## config.mk

```make
export PLATFORM = sky130hd
export DESIGN_NAME = fea_control
export DESIGN_NICKNAME = d
export VERILOG_FILES = /design/src/fea_pkg.sv /design/src/fea_control.sv
export SDC_FILE = /design/constraint.sdc
export NUM_CORES = 1
export LEC_CHECK = 0
export ABC_AREA = 1
export BUFFER_PORTS_ARGS = -buffer_cell sky130_fd_sc_hd__buf_4
export CELL_PAD_IN_SITES_DETAIL_PLACEMENT = 1
export CELL_PAD_IN_SITES_GLOBAL_PLACEMENT = 2
export CORE_ASPECT_RATIO = 1.2
export CORE_MARGIN = 2
export CORE_UTILIZATION = 22
export DETAILED_ROUTE_END_ITERATION = 10
export PLACE_DENSITY = 0.73
export SLEW_MARGIN = 30
export SYNTH_ARGS = -nofsm -noshare
export SYNTH_HDL_FRONTEND = slang
export SYNTH_SLANG_ARGS = --single-unit
export TNS_END_PERCENT = 50
```

## constraint.sdc

```tcl
create_clock -name clk -period 1.7 [get_ports clk]
set_input_delay 0.255 -clock clk [delete_from_list [all_inputs] [get_ports clk]]
set_output_delay 0.255 -clock clk [all_outputs]
set_load 0.02 [all_outputs]
```

## src/fea_pkg.sv

```systemverilog
package fea_pkg;

    localparam int MAX_EXTENTS = 16;
    localparam int ADDR_BITS   = 16;
    localparam int IDX_BITS    = $clog2(MAX_EXTENTS);
    localparam int CNT_BITS    = $clog2(MAX_EXTENTS + 1);

    typedef logic [ADDR_BITS-1:0] addr_t;
    typedef logic [ADDR_BITS:0]   addr_wide_t;
    typedef logic [IDX_BITS-1:0]  idx_t;
    typedef logic [CNT_BITS-1:0]  cnt_t;

    typedef enum logic [1:0] {
        ST_OK     = 2'd0,
        ST_BOUNDS = 2'd1,
        ST_NOFIT  = 2'd2,
        ST_FULL   = 2'd3
    } status_t;

    typedef enum logic {
        OP_ALLOC = 1'b0,
        OP_FREE  = 1'b1
    } op_t;

    typedef struct packed {
        logic load;
        logic apply;
    } dp_cmd_t;

    typedef struct packed {
        status_t status;
        cnt_t    count;
    } dp_status_t;

endpackage

```

## src/fea_control.sv

```systemverilog
module fea_control
    import fea_pkg::*;
(
    input  logic       clk,
    input  logic       rst_n,
    input  logic       in_valid,
    output logic       in_ready,
    output logic       out_valid,
    input  logic       out_ready,
    input  dp_status_t stat,
    output dp_cmd_t    cmd,
    output logic [1:0] status,
    output logic [4:0] extent_count
);

    typedef enum logic {
        S_IDLE,
        S_APPLY
    } state_t;

    state_t     state_reg;
    logic       out_valid_reg;
    logic [1:0] status_reg;
    logic [4:0] count_reg;

    assign in_ready  = (state_reg == S_IDLE) && !out_valid_reg;
    assign cmd.load  = in_valid && in_ready;
    assign cmd.apply = (state_reg == S_APPLY);

    always_ff @(posedge clk or negedge rst_n)
    begin
        if (!rst_n)
        begin
            state_reg     <= S_IDLE;
            out_valid_reg <= 1'b0;
            status_reg    <= '0;
            count_reg     <= '0;
        end
        else
        begin
            if (out_valid_reg && out_ready)
                out_valid_reg <= 1'b0;
            unique case (state_reg)
                S_IDLE:
                begin
                    if (cmd.load)
                        state_reg <= S_APPLY;
                end
                S_APPLY:
                begin
                    status_reg    <= stat.status;
                    count_reg     <= 5'(stat.count);
                    out_valid_reg <= 1'b1;
                    state_reg     <= S_IDLE;
                end
                default: state_reg <= S_IDLE;
            endcase
        end
    end

    assign out_valid    = out_valid_reg;
    assign status       = status_reg;
    assign extent_count = count_reg;

endmodule

```

==> metrics.md <==
| Metric | Value |
|---|---|
| Outcome | complete, no violations |
| Distinct cell type count after synthesis | 10 |
| First-pass GRT wire length | 1.428 mm |
| Worst setup path end | cmd[1] |
| FF-to-FF path depth | 3 |
| Max clock buf depth | 2 |
| Hold WC Path Type | in -> reg |
| Post-synth top area share | 60.61% |
| Worst Path Arrival | 1.22 ns |
| Worst rel slew slack | 70.79% |
| # rows | 16 |
| Cell area after synthesis | 371.6 sq um |
| CORE AREA | 1602 sq um |
| Clk_skew | 0.005602 ns |
| Final Hold Viols | 0 |
| Die Ht | 49.02 microns |
| N_diodes | 0 |
| Async S/R FF share, synth | 100.0% |
| Largest net degree at the start of global routing | 11 |
| Post-synth net total | 51 |
| Max FFs per register | 5 |
| Most common cell in the netlist | nand2_1 |
| Initial core utilization | 23.20% |
| Yosys warns | 0 |
| Sequential fraction of the synthesis area | 60.61% |
| Endpoint class of the critical path | primary output |
| Remaining DRCs | 0 |
| Max-slew violations | 0 |
| Vias in the first global route | 349 |
| Total GRT Usage | 9.342% |
| Detailed Place HPWL | 665.1 microns |
| Yosys reg bits | 9 |
| Leak Pwr | 0.3245 nW |
| Synthesis-to-layout area growth | 53.20% |
| PortBufs | 21 |
| Synth top area cells | dfrtp_1 (61%), nand2_1 (21%), buf_6 (3.0%) |
| Core Util, Final | 35.55% |
| Setup Viol. Count Final | 0 |
| WP data required | 1.44 ns |
| Critical-path maximum fanout | 10 |
| Layout cells sized above 1 | 43.75% |
| CTS tree | built |
| Worst-Skew Late Latency | 0.26 ns |
| Clock Tree Root | clkbuf_4 |
| Setup TNS | 0 ns |
| Synth area leader | dfrtp_1 |
| Worst Setup Path Type | reg -> out |
| Cell Pwr Density | 1465 nW/um^2 |
| Die W | 41.52 microns |
| Synth Instances | 40 |
| H-tree levels | 1 |
| Routed met1 length | 327 microns |
| Total CTS buffers | 3 |
| Worst vdd ir | 0.0006033 V |
| Worst-path clk slew | 0.06 ns |
| Pre-antenna DRT Iters | 1 |
| Max frequency | 676.1 MHz |
| Post-CTS Setup Bufs | 0 |
| Synth cell count leaders | nand2_1 (21), dfrtp_1 (9), inv_2 (2), nor2_1 (2) |
| Routed met3 length | 56 microns |
| Remaining Overflow, GRT | 0 |
| Primary FF master, synth | dfrtp_1 |
| Nets | 76 |
| RSZ-0062 raised after global routing | false |
| Vias | 323 |
| Flop2flop setup slack | 0.78 ns |
| Critical Path Start Type | flop |
| Total wire length | 830 microns |
| Syn Area/Cell | 9.290 sq um |
| Initial antenna violation count | 0 |
| Sink Count | 9 |
| Min cycle time layout | 1.479 ns |
| Iteration-0 DRC count of the detailed router | 0 |
| Crit Reg-Reg Endpoint | state_reg$_DFF_PN0_ |
| EDFF count, synth | 0 |
| Worst slew pin tran | 0.4381 ns |
| FF-to-FF Start | state_reg$_DFF_PN0_ |
| Vias/cell | 3.939 |
| Critical path origin | state_reg$_DFF_PN0_ |
| Final antenna-violating net count | 0 |
| Metal2 WL | 446 microns |
| Avg WL per Cell | 10.12 microns |
| MaxCap Viol Count | 0 |
| I/O pin total | 22 |
| Final period util | 87.00% |
| Die area | 2035 sq um |
| GP Congestion | 0.6423 |
| DR top layer | met3 |
==> layout by cell type, fill, tap and decap left out <==
master / Yosys / final
nand2_1: 21 / 21
inv_8: 1 / 1
clkbuf_4: 0 / 3
o21bai_1: 1 / 1
inv_2: 2 / 2
inv_1: 1 / 1
nor2_1: 2 / 2
dfrtp_1: 9 / 9
dlygate4sd3_1: 0 / 1
nand2_4: 1 / 1
buf_4: 1 / 21
clkbuf_1: 0 / 1
==> how the worst min path moves through the flow <==
stage              start                     endpoint  depth (start not counted)
4_1_cts        out_ready        out_valid$_DFFE_PN0P_                          2
5_1_grt        out_ready        out_valid$_DFFE_PN0P_                          2
6_report       out_ready        out_valid$_DFFE_PN0P_                          2
3_5_place_dp       rst_n        status[0]$_DFFE_PN0P_                          1
3_3_place_gp       rst_n        status[0]$_DFFE_PN0P_                          1
2_1_floorplan      rst_n  extent_count[0]$_DFFE_PN0P_                          0
==> cell families (layout without fill, tap and decap cells) <==
kind of cell    count (synthesis)  after routing  share of synthesized area [%]
compound gates                  1              1                          2.021
buf+inv                         6             30                          11.11
flops                           9              9                          60.61
simple gates                   24             24                          26.26
==> critical path, cell delays in order (launching register included) <==
cell     delay (ns)
dfrtp_1        0.54
inv_8          0.15
nand2_4        0.06
nor2_1         0.08
buf_4          0.14
==> through the flow <==
stage / total power, mW / hold WS [ns] / setup WS (ns) / cell area (sq um) / cells
5_1_grt: 0.8939 / 0.1666 / 0.1520 / 569.3 / 82
6_report: 0.8340 / 0.1799 / 0.2210 / 569.3 / 82
4_1_cts: 0.8512 / 0.1767 / 0.2042 / 569.3 / 82
3_5_place_dp: 0.6795 / 0.08708 / 0.4924 / 533.0 / 77
3_3_place_gp: 0.6764 / 0.08757 / 0.5027 / 533.0 / 77
2_1_floorplan: 0.5240 / -0.04059 / 0.5428 / 371.6 / 40
==> layer usage <==
metal,global-route usage (%),up-vias
li1,-,164
met1,10.44,146
met2,15.36,13
met3,2.222,0
met4,6.452,0
met5,0,-
==> timing repair <==
| action | CTS | global route |
|---|---|---|
| resized for setup | 0 | 0 |
| hold buffers | 1 | 0 |
| hold endpoints to repair | 9 | 0 |
==> area by class of cell <==
cell class | count | area [sq um]
Multi-Input combinational cell | 25 | 105.1
Inverter | 4 | 22.52
Fill cell | 209 | 1032
Tap cell | 18 | 22.52
Timing Repair Buffer | 22 | 167.7
Clock buffer | 4 | 26.28
Sequential cell | 9 | 225.2
==> power breakdown <==
part | total [mW] | switching, mW | internal (mW)
logic | 0.338 | 0.189 | 0.149
registers | 0.333 | 0.0516 | 0.281
clock network | 0.163 | 0.0728 | 0.0903
(Power assumes the default switching activity.)
